<file path="src/rtl/bitmap_block_allocator_unit_macros.svh">
// Assertion macros shared by the allocator RTL.
`ifndef BITMAP_BLOCK_ALLOCATOR_UNIT_MACROS_SVH
`define BITMAP_BLOCK_ALLOCATOR_UNIT_MACROS_SVH

// Same-cycle implication, disabled while reset is asserted.
`define BBA_ASSERT_NOW(lbl, ante, cons) \
  lbl: assert property (@(posedge clk) disable iff (!rst_n) (ante) |-> (cons)) \
    else $error("allocator check failed");

// Next-cycle implication, disabled while reset is asserted.
`define BBA_ASSERT_NEXT(lbl, ante, cons) \
  lbl: assert property (@(posedge clk) disable iff (!rst_n) (ante) |=> (cons)) \
    else $error("allocator check failed");

`endif

</file>
<file path="src/rtl/bba_pkg.sv">
// Shared types and constants of the bitmap block allocator.
package bba_pkg;

  localparam int DATA_W         = 32;
  localparam int BS_W           = 16;
  localparam int WC_W           = 7;
  localparam int WC_MAX         = (1 << WC_W) - 1;
  localparam int BIT_W          = 5;
  localparam int WORD_BITS      = 1 << BIT_W;
  localparam int IX_W           = WC_W + BIT_W;
  localparam int OFF_W          = IX_W + BS_W;
  localparam int CNT_W          = 12;
  localparam int OUT_IX_W       = 11;
  localparam int STATUS_W       = 3;
  localparam int CFG_AW         = 4;
  localparam int DIV_CW         = $clog2(IX_W);
  localparam int MAP_WORDS_DEF  = 64;
  localparam int ADDR_WIDTH_DEF = 32;

  localparam logic [DATA_W-1:0] BASE_RST = '0;
  localparam logic [BS_W-1:0]   BS_RST   = 16'd32;
  localparam logic [WC_W-1:0]   WC_RST   = 7'd64;

  localparam logic FUNC_ALLOC = 1'b0;

  typedef enum logic [STATUS_W-1:0] {
    ST_OK        = 3'd0,
    ST_NONE_FREE = 3'd1,
    ST_RANGE     = 3'd2,
    ST_UNALIGNED = 3'd3,
    ST_NOT_ALLOC = 3'd4
  } status_t;

  typedef enum logic [1:0] {
    REG_ARENA_BASE = 2'd0,
    REG_BLOCK_SIZE = 2'd1,
    REG_WORD_COUNT = 2'd2
  } cfg_reg_t;

endpackage

</file>
<file path="src/rtl/bba_ram.sv">
// Generic single-write, single-read RAM with registered read data.
module bba_ram #(
  parameter int WIDTH = 32,
  parameter int DEPTH = 64,
  parameter int AW    = (DEPTH > 1) ? $clog2(DEPTH) : 1
) (
  input  logic             clk,
  input  logic             we,
  input  logic [AW-1:0]    waddr,
  input  logic [WIDTH-1:0] wdata,
  input  logic             re,
  input  logic [AW-1:0]    raddr,
  output logic [WIDTH-1:0] rdata
);

  logic [WIDTH-1:0] mem [DEPTH];

  always_ff @(posedge clk) begin
    if (we) begin
      mem[waddr] <= wdata;
    end
    if (re) begin
      rdata <= mem[raddr];
    end
  end

endmodule

</file>
<file path="src/rtl/bitmap_block_allocator_unit.sv">
// Top level of the bitmap block allocator: control, arithmetic and config port.
//
// Fixed-size block allocator over a free bitmap held in one RAM (1 = free).
// After reset the bitmap RAM is set to all ones by a clearing pass, during
// which no request is taken; configuration writes are taken at any time the
// block is idle. One request is in work at a time. An allocate streams the
// bitmap words in use through the RAM read port, one word per cycle; the
// scan rate is set by the single read port. A free runs through a 12-step
// radix-2 divider that works out the block index and alignment. A finished
// result waits in an output register, and the next request is taken while
// it waits.
module bitmap_block_allocator_unit
  import bba_pkg::*;
#(
  parameter int MAP_WORDS  = MAP_WORDS_DEF,
  parameter int ADDR_WIDTH = ADDR_WIDTH_DEF
) (
  input  logic                clk,
  input  logic                rst_n,
  input  logic                in_valid,
  output logic                in_stall,
  input  logic                in_func,
  input  logic [DATA_W-1:0]   in_free_addr,
  output logic                out_valid,
  input  logic                out_stall,
  output logic [STATUS_W-1:0] out_status,
  output logic [DATA_W-1:0]   out_block_addr,
  output logic [OUT_IX_W-1:0] out_block_index,
  output logic [CNT_W-1:0]    out_used_count,
  input  logic                psel,
  input  logic                penable,
  input  logic                pwrite,
  input  logic [CFG_AW-1:0]   paddr,
  input  logic [DATA_W-1:0]   pwdata,
  output logic [DATA_W-1:0]   prdata,
  output logic                pready
);

  `include "bitmap_block_allocator_unit_macros.svh"

  localparam int MW_W   = (MAP_WORDS > 1) ? $clog2(MAP_WORDS) : 1;
  localparam int NW_CAP = (MAP_WORDS < WC_MAX) ? MAP_WORDS : WC_MAX;
  localparam int KEEP   = (ADDR_WIDTH < DATA_W) ? ADDR_WIDTH : DATA_W;
  localparam logic [DATA_W-1:0] AMASK = {DATA_W{1'b1}} >> (DATA_W - KEEP);

  typedef enum logic [3:0] {
    S_CLEAR, S_IDLE, S_SCAN, S_MUL, S_ADD, S_SPAN, S_CHK, S_DIV, S_IDX, S_UPD, S_FIN
  } state_t;

  state_t              state_r, state_nxt;
  logic [MW_W-1:0]     clr_r, clr_nxt;
  logic [DATA_W-1:0]   base_r, base_nxt;
  logic [BS_W-1:0]     bsize_r, bsize_nxt;
  logic [WC_W-1:0]     wcount_r, wcount_nxt;
  logic [CNT_W-1:0]    used_r, used_nxt;
  logic [DATA_W-1:0]   faddr_r, faddr_nxt;
  logic [WC_W-1:0]     ptr_r, ptr_nxt;
  logic [WC_W-1:0]     rd_word_r, rd_word_nxt;
  logic                rd_valid_r, rd_valid_nxt;
  logic [IX_W-1:0]     idx_r, idx_nxt;
  logic [OFF_W-1:0]    prod_r, prod_nxt;
  logic [WC_W+BS_W-1:0] span_r, span_nxt;
  logic [DATA_W:0]     off_r, off_nxt;
  logic [BS_W-1:0]     rem_r, rem_nxt;
  logic [IX_W-1:0]     lo_r, lo_nxt;
  logic [DIV_CW-1:0]   dcnt_r, dcnt_nxt;
  status_t             res_status_r, res_status_nxt;
  logic [DATA_W-1:0]   res_addr_r, res_addr_nxt;
  logic [OUT_IX_W-1:0] res_index_r, res_index_nxt;
  logic                out_valid_r, out_valid_nxt;
  status_t             out_status_r, out_status_nxt;
  logic [DATA_W-1:0]   out_addr_r, out_addr_nxt;
  logic [OUT_IX_W-1:0] out_index_r, out_index_nxt;
  logic [CNT_W-1:0]    out_used_r, out_used_nxt;

  logic                 mem_we, mem_re;
  logic [MW_W-1:0]      mem_waddr, mem_raddr;
  logic [WORD_BITS-1:0] mem_wdata, mem_rdata;

  logic [WC_W-1:0]      nw;
  logic [WORD_BITS-1:0] lowbit, fbit;
  logic [BIT_W-1:0]     bitpos;
  logic [BS_W:0]        trial, diff;
  logic [DATA_W:0]      sum;
  logic                 issue, cfg_wr;
  cfg_reg_t             cfg_sel;

  bba_ram #(
    .WIDTH (WORD_BITS),
    .DEPTH (MAP_WORDS),
    .AW    (MW_W)
  ) u_map (
    .clk   (clk),
    .we    (mem_we),
    .waddr (mem_waddr),
    .wdata (mem_wdata),
    .re    (mem_re),
    .raddr (mem_raddr),
    .rdata (mem_rdata)
  );

  assign nw       = (wcount_r > WC_W'(NW_CAP)) ? WC_W'(NW_CAP) : wcount_r;
  assign in_stall = (state_r != S_IDLE);
  assign pready   = 1'b1;
  assign cfg_sel  = cfg_reg_t'(paddr[CFG_AW-1:2]);
  assign cfg_wr   = psel && penable && pwrite && pready;

  assign out_valid       = out_valid_r;
  assign out_status      = out_status_r;
  assign out_block_addr  = out_addr_r;
  assign out_block_index = out_index_r;
  assign out_used_count  = out_used_r;

  always_comb begin
    unique case (cfg_sel)
      REG_ARENA_BASE: prdata = base_r;
      REG_BLOCK_SIZE: prdata = DATA_W'(bsize_r);
      REG_WORD_COUNT: prdata = DATA_W'(wcount_r);
      default:        prdata = '0;
    endcase
  end

  always_comb begin
    lowbit = mem_rdata & (~mem_rdata + WORD_BITS'(1));
    bitpos = '0;
    for (int j = 0; j < WORD_BITS; j++) begin
      if (lowbit[j]) begin
        bitpos = bitpos | BIT_W'(j);
      end
    end
  end

  assign fbit  = WORD_BITS'(1) << idx_r[BIT_W-1:0];
  assign trial = {rem_r, lo_r[IX_W-1]};
  assign diff  = trial - {1'b0, bsize_r};
  assign sum   = {1'b0, base_r} + (DATA_W+1)'(prod_r);
  assign issue = (ptr_r < nw);

  always_comb begin
    state_nxt      = state_r;
    clr_nxt        = clr_r;
    base_nxt       = base_r;
    bsize_nxt      = bsize_r;
    wcount_nxt     = wcount_r;
    used_nxt       = used_r;
    faddr_nxt      = faddr_r;
    ptr_nxt        = ptr_r;
    rd_word_nxt    = rd_word_r;
    rd_valid_nxt   = rd_valid_r;
    idx_nxt        = idx_r;
    prod_nxt       = prod_r;
    span_nxt       = span_r;
    off_nxt        = off_r;
    rem_nxt        = rem_r;
    lo_nxt         = lo_r;
    dcnt_nxt       = dcnt_r;
    res_status_nxt = res_status_r;
    res_addr_nxt   = res_addr_r;
    res_index_nxt  = res_index_r;
    out_valid_nxt  = out_valid_r;
    out_status_nxt = out_status_r;
    out_addr_nxt   = out_addr_r;
    out_index_nxt  = out_index_r;
    out_used_nxt   = out_used_r;
    mem_we         = 1'b0;
    mem_waddr      = clr_r;
    mem_wdata      = '1;
    mem_re         = 1'b0;
    mem_raddr      = MW_W'(ptr_r);

    if (cfg_wr) begin
      unique case (cfg_sel)
        REG_ARENA_BASE: base_nxt   = pwdata;
        REG_BLOCK_SIZE: bsize_nxt  = pwdata[BS_W-1:0];
        REG_WORD_COUNT: wcount_nxt = pwdata[WC_W-1:0];
        default: ;
      endcase
    end

    if (out_valid_r && !out_stall) begin
      out_valid_nxt = 1'b0;
    end

    unique case (state_r)
      S_CLEAR: begin
        mem_we = 1'b1;
        if (clr_r == MW_W'(MAP_WORDS - 1)) begin
          state_nxt = S_IDLE;
        end else begin
          clr_nxt = clr_r + MW_W'(1);
        end
      end
      S_IDLE: begin
        if (in_valid) begin
          faddr_nxt     = in_free_addr;
          res_addr_nxt  = '0;
          res_index_nxt = '0;
          if (in_func == FUNC_ALLOC) begin
            if (nw == '0) begin
              res_status_nxt = ST_NONE_FREE;
              state_nxt      = S_FIN;
            end else begin
              ptr_nxt      = '0;
              rd_valid_nxt = 1'b0;
              state_nxt    = S_SCAN;
            end
          end else begin
            state_nxt = S_SPAN;
          end
        end
      end
      S_SCAN: begin
        rd_valid_nxt = issue;
        if (issue) begin
          mem_re      = 1'b1;
          mem_raddr   = MW_W'(ptr_r);
          ptr_nxt     = ptr_r + WC_W'(1);
          rd_word_nxt = ptr_r;
        end
        if (rd_valid_r) begin
          if (mem_rdata != '0) begin
            mem_we       = 1'b1;
            mem_waddr    = MW_W'(rd_word_r);
            mem_wdata    = mem_rdata & ~lowbit;
            idx_nxt      = {rd_word_r, bitpos};
            rd_valid_nxt = 1'b0;
            state_nxt    = S_MUL;
          end else if (!issue) begin
            res_status_nxt = ST_NONE_FREE;
            state_nxt      = S_FIN;
          end
        end
      end
      S_MUL: begin
        prod_nxt  = OFF_W'(idx_r * bsize_r);
        state_nxt = S_ADD;
      end
      S_ADD: begin
        res_status_nxt = ST_OK;
        res_addr_nxt   = sum[DATA_W-1:0] & AMASK;
        res_index_nxt  = idx_r[OUT_IX_W-1:0];
        used_nxt       = used_r + CNT_W'(1);
        state_nxt      = S_FIN;
      end
      S_SPAN: begin
        span_nxt  = (WC_W+BS_W)'(nw * bsize_r);
        off_nxt   = {1'b0, faddr_r} - {1'b0, base_r};
        state_nxt = S_CHK;
      end
      S_CHK: begin
        if (off_r >= (DATA_W+1)'({span_r, BIT_W'(0)})) begin
          res_status_nxt = ST_RANGE;
          state_nxt      = S_FIN;
        end else begin
          rem_nxt   = off_r[OFF_W-1:IX_W];
          lo_nxt    = off_r[IX_W-1:0];
          dcnt_nxt  = '0;
          state_nxt = S_DIV;
        end
      end
      S_DIV: begin
        if (!diff[BS_W]) begin
          rem_nxt = diff[BS_W-1:0];
          lo_nxt  = {lo_r[IX_W-2:0], 1'b1};
        end else begin
          rem_nxt = trial[BS_W-1:0];
          lo_nxt  = {lo_r[IX_W-2:0], 1'b0};
        end
        dcnt_nxt = dcnt_r + DIV_CW'(1);
        if (dcnt_r == DIV_CW'(IX_W - 1)) begin
          state_nxt = S_IDX;
        end
      end
      S_IDX: begin
        idx_nxt = lo_r;
        if (rem_r != '0) begin
          res_status_nxt = ST_UNALIGNED;
          state_nxt      = S_FIN;
        end else if (int'(lo_r[IX_W-1:BIT_W]) >= MAP_WORDS) begin
          res_status_nxt = ST_NOT_ALLOC;
          state_nxt      = S_FIN;
        end else begin
          mem_re    = 1'b1;
          mem_raddr = MW_W'(lo_r[IX_W-1:BIT_W]);
          state_nxt = S_UPD;
        end
      end
      S_UPD: begin
        if ((mem_rdata & fbit) != '0) begin
          res_status_nxt = ST_NOT_ALLOC;
        end else begin
          mem_we         = 1'b1;
          mem_waddr      = MW_W'(idx_r[IX_W-1:BIT_W]);
          mem_wdata      = mem_rdata | fbit;
          used_nxt       = (used_r == '0) ? used_r : used_r - CNT_W'(1);
          res_status_nxt = ST_OK;
          res_index_nxt  = idx_r[OUT_IX_W-1:0];
        end
        state_nxt = S_FIN;
      end
      S_FIN: begin
        if (!out_valid_r || !out_stall) begin
          out_valid_nxt  = 1'b1;
          out_status_nxt = res_status_r;
          out_addr_nxt   = res_addr_r;
          out_index_nxt  = res_index_r;
          out_used_nxt   = used_r;
          state_nxt      = S_IDLE;
        end
      end
      default: state_nxt = S_IDLE;
    endcase
  end

  always_ff @(posedge clk) begin
    if (!rst_n) begin
      state_r     <= S_CLEAR;
      clr_r       <= '0;
      base_r      <= BASE_RST;
      bsize_r     <= BS_RST;
      wcount_r    <= WC_RST;
      used_r      <= '0;
      ptr_r       <= '0;
      rd_valid_r  <= 1'b0;
      dcnt_r      <= '0;
      out_valid_r <= 1'b0;
    end else begin
      state_r     <= state_nxt;
      clr_r       <= clr_nxt;
      base_r      <= base_nxt;
      bsize_r     <= bsize_nxt;
      wcount_r    <= wcount_nxt;
      used_r      <= used_nxt;
      ptr_r       <= ptr_nxt;
      rd_valid_r  <= rd_valid_nxt;
      dcnt_r      <= dcnt_nxt;
      out_valid_r <= out_valid_nxt;
    end
    faddr_r      <= faddr_nxt;
    rd_word_r    <= rd_word_nxt;
    idx_r        <= idx_nxt;
    prod_r       <= prod_nxt;
    span_r       <= span_nxt;
    off_r        <= off_nxt;
    rem_r        <= rem_nxt;
    lo_r         <= lo_nxt;
    res_status_r <= res_status_nxt;
    res_addr_r   <= res_addr_nxt;
    res_index_r  <= res_index_nxt;
    out_status_r <= out_status_nxt;
    out_addr_r   <= out_addr_nxt;
    out_index_r  <= out_index_nxt;
    out_used_r   <= out_used_nxt;
  end

  `BBA_ASSERT_NOW(a_clear_fill, (state_r == S_CLEAR), (mem_we && (mem_wdata == '1)))
  `BBA_ASSERT_NOW(a_rw_apart, (mem_we && mem_re), (mem_waddr != mem_raddr))
  `BBA_ASSERT_NOW(a_div_rem, (state_r == S_DIV), (rem_r < bsize_r))
  `BBA_ASSERT_NEXT(a_free_count, (state_r == S_UPD && mem_we),
                   ((used_r == $past(used_r) - CNT_W'(1)) || ($past(used_r) == '0)))

endmodule
</file>
<file path="config.mk">
export PLATFORM = sky130hd
export DESIGN_NAME = bitmap_block_allocator_unit
export DESIGN_NICKNAME = d
export VERILOG_FILES = /design/src/rtl/bba_pkg.sv /design/src/rtl/bba_ram.sv /design/src/rtl/bitmap_block_allocator_unit.sv
export VERILOG_INCLUDE_DIRS = /design/src /design/src/rtl
export SDC_FILE = /design/constraint.sdc
export NUM_CORES = 2
export LEC_CHECK = 0
export BUFFER_PORTS_ARGS = -buffer_cell sky130_fd_sc_hd__buf_4
export CELL_PAD_IN_SITES_DETAIL_PLACEMENT = 1
export CELL_PAD_IN_SITES_GLOBAL_PLACEMENT = 2
export CORE_UTILIZATION = 47
export CTS_CLUSTER_DIAMETER = 40
export CTS_CLUSTER_SIZE = 16
export DETAILED_ROUTE_END_ITERATION = 7
export PLACE_DENSITY_LB_ADDON = 0.1
export SYNTH_ARGS = -nofsm -noshare
export SYNTH_HDL_FRONTEND = slang
export SYNTH_SLANG_ARGS = --single-unit
</file>
<file path="constraint.sdc">
create_clock -name clk -period 16.8 [get_ports clk]
set_clock_uncertainty 0.1 [all_clocks]
set_input_delay 3.36 -clock clk [delete_from_list [all_inputs] [get_ports clk]]
set_output_delay 3.36 -clock clk [all_outputs]
set_load 0.02 [all_outputs]
</file>
**Yosys cells after proc, flatten, opt, wreduce, memory -nomap -nowiden**

Memory sizes are Yosys's and may differ from the RTL's. A register that Yosys moved wholly into a read port is not among the register bits.
Cells that the tools add are included.

- Bitwise operators: 6
- $add $sub $neg: 9
- Multiply operators: 2
- Multiplexer cells: 216
- Eq/ne operators: 37
- $lt $le $gt $ge: 4
- Reductions and logical operators: 37
- Shift-type cells: 1

Operators with widths:

| cell | count |
|---|---|
| 32-bit two-way mux | 15 |
| 4-bit two-way mux | 40 |
| 12-bit two-way mux | 13 |
| 32-bit one-hot mux with 2 select lines | 2 |
| 7-bit two-way mux | 16 |
| 3-bit two-way mux | 33 |
| 32-bit bitwise AND | 3 |
| 16-bit two-way mux | 6 |
| 32-bit one-hot mux with 3 select lines | 1 |
| 6-bit two-way mux | 15 |
| 5-bit two-way mux | 16 |
| 12-bit one-hot mux with 2 select lines | 3 |
| 11-bit two-way mux | 6 |
| 32-bit inverter | 2 |
| 32-bit nonzero test | 2 |
| 4-bit one-hot mux with 10 select lines | 1 |
| 1-bit two-way mux | 36 |
| 2-bit != test (second input constant) | 17 |
| 33-bit by 28-bit greater-or-equal comparator with 1-bit output | 1 |
| 11-bit one-hot mux with 3 select lines | 1 |
| 32-bit by 32-bit subtractor with 33-bit output | 1 |
| 32-bit by 1-bit adder with 32-bit output (second input constant) | 1 |
| 32-bit by 28-bit adder with 32-bit output | 1 |
| 32-bit bitwise OR | 1 |
| other kinds (48) | 79 |

- Bits in registers: 357
- Memories kept: 1
- RAM bits: 2,048
- Output and inout port bits: 93
- Word-level logic and storage cells: 338
- Bits of input ports: 76

Memories:

| memory | words | bits a word | read ports | clocked after Yosys merged registers in | wr ports | RTL line | RTL |
|---|---|---|---|---|---|---|---|
| u_map.mem | 64 | 32 | 1 | 1 | 1 | bba_ram.sv:16 | `logic [WIDTH-1:0] mem [DEPTH];` |

**Depth between registers and ports, before layout**

- Depth in word-level cells: 40
- Mapped depth: 24
- Gate-level depth less buffers: 21

**Cells and area by module**

Synthesis repeated with hierarchy kept, for this count alone.

- Cell total of the unflattened synthesis: 6,510
- Area total of the unflattened synthesis: 107,867.2 um^2

Modules (own cells, without submodules):

| module | area an instance (um^2) | cells an instance | instances |
|---|---|---|---|
| bba_ram | 78,813.1 | 3,421 | 1 |
| bitmap_block_allocator_unit | 29,054.1 | 3,089 | 1 |

**Worst setup path after synthesis**

No wires, ideal clock.

- Path kind: input to output
- Start point: input port paddr[2]
- End point: output port prdata[3]
- Slack: 8.598 ns
- Stages on the path: 4
- Arrival time: 4.742 ns
- Cell sequence: clkbuf_1 > clkbuf_1 > mux2i_1 > o21ai_0

- Cells in the longest elaborated chain, start to end: 2

RTL lines:

| item | RTL line | RTL |
|---|---|---|
| from (decl) | bitmap_block_allocator_unit.sv:33 | `input logic [CFG_AW-1:0] paddr,` |
| 2-bit equality test, or another cell as far along | bitmap_block_allocator_unit.sv:115 | `unique case (cfg_sel)` |
| 32-bit one-hot mux with 3 select lines * | bitmap_block_allocator_unit.sv:115 |  |
| to (decl) | bitmap_block_allocator_unit.sv:35 | `output logic [DATA_W-1:0] prdata,` |

Mark *: on every way between the ends. The rest lies on a longest branch, timed or not.

**Worst setup path in the final report**

- Start point: input port paddr[3]
- End point: output port prdata[2]

The elaborated chain is that of the path after synthesis.

==> flow_summary.ini <==
[power]
power-per-cell-area_nw_per_um2 = 133
net_switching_power_of_the_design_w = 0.00458
p_leak_nw = 46.6
internal_power_w = 0.0125
power.ir.vdd_worst_mv = 0.149
power_frac_comb_pct = 11.6
fraction_of_power_spent_switching_nets_pct = 26.8
clock_power_share_pct = 47.8
p_seq_share_pct = 40.6

[sta]
worstMarginPinSlew_ps = 1250
final_setup_vio_count = 0
timing.slew.headroom_pct = 16.2
grt_setup_unrepaired = no
finalCritPeriodShare_pct = 49.3
timing.fmax_mhz = 121
setup-tns-final_ps = 0
final_count_of_pins_violating_max_slew = 0
finalCriticalPeriod_ps = 8280
final-hold-violation-count = 0
final_critical_path_setup_slack_ps = 8520

[die]
die-width_um = 484
floorplan.initialDensity_pct = 47.4
fp-row-count = 176
die_height_um = 484
fp.dieArea_um2 = 235000
placeableCoreArea_um2 = 231000
top_level_ports = 169

[global_routing]
globalRoute.busiestLayer = met2
grt_pass1_wl_mm = 525
grt_util_met3_pct = 4.66
grt_max_degree = 169
globalRouteTotalUtil_pct = 30.4
met1_track_demand_over_resource_in_global_routing_pct = 38.5
grt_overflow = 0
grtUsageMet2_pct = 51.6
number_of_antenna_violations_at_the_first_check_in_global_routing = 27
first_global_vias = 79311

[setup_path]
path_cells = buf_4 -> nor2b_1 -> nand2_1 -> o21ai_0 -> buf_4
critical_path.endpoint_type = output port
critical_path.slowest_cell = nor2b_1
timing.critical_path.slowest_cell_delay_ps = 450
critical-path-top-cell-by-count = buf_4
required_ps = 13340
worst-setup-path-type = primary input to output port
worst_setup_path_start_kind = primary input
critical_path_arrival_ps = 4820
crit_fanout = 38

[finish]
nNetsFinal = 10011
layout.filler_cells = 23084
highest_count_cells_in_the_layout_ignoring_fill_and_taps = nand2_1, edfxtp_1, nand3_1, clkbuf_16, inv_1
fin_area_um2 = 128000
layout.cells.most_common = nand2_1
area.growth.synth_to_final_pct = 17.2
layout-drive-gt1-share_pct = 11.9

[drt]
drt_pre_antenna_iters = 5
detailedRoute.firstIterationViolations = 6081
dr_total_vias = 75857
detail-route-antenna-nets = 0
avgRoutedWirePerCell_um = 27.9
drc_violations_left = 0
wirelength_mm = 359
viasPerCell = 5.90

[synth]
yosysTopAreaCell = edfxtp_1
synth_largest_type_area_fraction_pct = 64.5
synthTopCellsByArea = edfxtp_1, nand2_1, nand3_1, fa_1, ha_1
post_synth_instance_area_um2 = 109000
register_bit_count_reported_by_yosys = 2437
synth.yosys.warnings = 0
post_synth_inst_count = 9236
synthDistinctLibCells = 90
synth_fp_nets = 9750
synth_async_reset_ratio_pct = 0
yosysSeqAreaShare_pct = 66.1
synth_enable_flop_cells = 2347
syn_avg_cell_area_um2 = 11.8
postSynth.topFlopCell = edfxtp_1

[outcome]
status = finished, final reports clean

[clocking]
cts-root-to-sink-buffers = 4
cts_tree = yes
h_tree_depth = 5
clk_root_buffer_cell = clkbuf_16
cts_made_buffers = 393
clock_sinks = 2437
postCtsResizedCells = 0
cts.clk_slew.worst_paths_ps = 50
clock_insertion_delay_worst_skew_ps = 960
ctsHoldBuffers = 0
cts.repair_timing.setup_buffer_count = 0

[placement]
hpwl_mm = 207
gpl.final_weighted_congestion = 0.926
numPortBuffers = 165
dpl-instance-area_um2 = 115000
detailedPlace.worstSlack_ps = 8540

[hold_path]
worstHoldPathType = flip-flop to flip-flop

[flow_run]
maxCapViolations = 0
## metal layers
layer | part of all wire [%] | routed length [um]
met5 | 0.033 | 118
met4 | 4.6 | 16400
met3 | 5.9 | 21100
met2 | 49 | 176000
met1 | 41 | 146000
## power groups by stage
stage / Clock [W] / Combinational [W] / Sequential, W
final: 0.00815 / 0.00197 / 0.00692
after detailed placement: 0 / 0.00196 / 0.00704
after CTS: 0.00824 / 0.00198 / 0.00692
after floorplan: 0 / 0.00123 / 0.00702
after global placement: 0 / 0.00192 / 0.00704
after global routing: 0.00848 / 0.00213 / 0.00693
## final cells by class
type	count	area [um2]	area share, %
antenna	11	27.5	0.0215
clock buffer	437	10100	7.90
clock inverter	275	3200	2.49
inverter	373	1400	1.09
multi-input combinational	5931	34500	26.9
sequential	2437	72300	56.4
tap	3026	3790	2.95
timing repair buffer	361	2850	2.22
## cells in the mapped netlist, types with 5 or more instances
master	instances
a31oi_1	32
nor4_1	18
a21oi_1	203
a211oi_1	28
ha_1	225
or4_1	37
nand3b_1	7
a221o_1	12
o21a_1	25
o211ai_1	19
and3_1	17
dfxtp_1	90
o21ai_0	114
buf_1	61
o311ai_0	5
mux2i_1	45
nand3_2	7
or3_1	22
buf_4	17
o22ai_1	133
inv_1	369
buf_2	65
nand2b_1	28
a211o_1	7
o31a_1	7
or2_2	12
clkbuf_1	351
nand3_1	1087
o21bai_1	12
fa_1	213
mux2_2	6
edfxtp_1	2347
nor2b_1	49
nand2_1	2498
a21o_1	44
a221oi_1	8
o2111ai_1	9
nor2_1	336
and2_1	88
nor3b_1	10
xnor2_1	62
nand4_1	280
nor3_1	93
xor2_1	45
o31ai_1	8
## sequential cells by signal, summed over array words and instances, names as in the netlist, 7 cells and up
register and flops:
lo_r 12, u_map.mem 2048, rem_r 16, prod_r 28
ptr_r 7, out_block_addr 32, off_r 33, rd_word_r 7
wcount_r 7, res_addr_r 32, out_used_count 12, faddr_r 32
res_index_r 11, span_r 23, out_block_index 11, used_r 12
bsize_r 16, u_map.rdata 32, base_r 32, idx_r 12
## final timing paths
| kind | from | end | slack, ps | cells past startpoint |
|---|---|---|---|---|
| worst max-delay path | paddr[3] | prdata[2] | 8520 | 5 |
| worst max register to register | state_r[1] | u_map.rdata[24] | 9680 | 12 |
| worst min-delay path | res_addr_r[18] | out_block_addr[18] | 310 | 0 |
| worst min register to register | res_addr_r[18] | out_block_addr[18] | 310 | 0 |
## kinds of logic after synthesis
| family | synth area share [%] |
|---|---|
| multiplexers | 0.494 |
| adder cells (fa/ha/maj) | 6.47 |
| buffers and inverters | 3.12 |
| AND/OR/NAND/NOR | 18.7 |
| AO/OA/AOI/OAI | 4.23 |
| other | 0.00343 |
| flip-flops | 66.1 |
| XOR/XNOR | 0.857 |
## critical path: cells and delay by family
kind            cells  cell delay, ps
buf+inv             2             610
simple gates        2             590
compound gates      1             230
## stage by stage
step	total power, W	cells	hold WS (ps)	utilization [%]
after global placement	0.00896	12128	302	49.8
after CTS	0.0171	12840	315	55.6
final	0.0171	12851	314	55.6
after floorplan	0.00824	9236	300	-
after global routing	0.0175	12842	317	55.6
after detailed placement	0.00900	12128	306	49.8
Power figures use the tool's default switching activity.
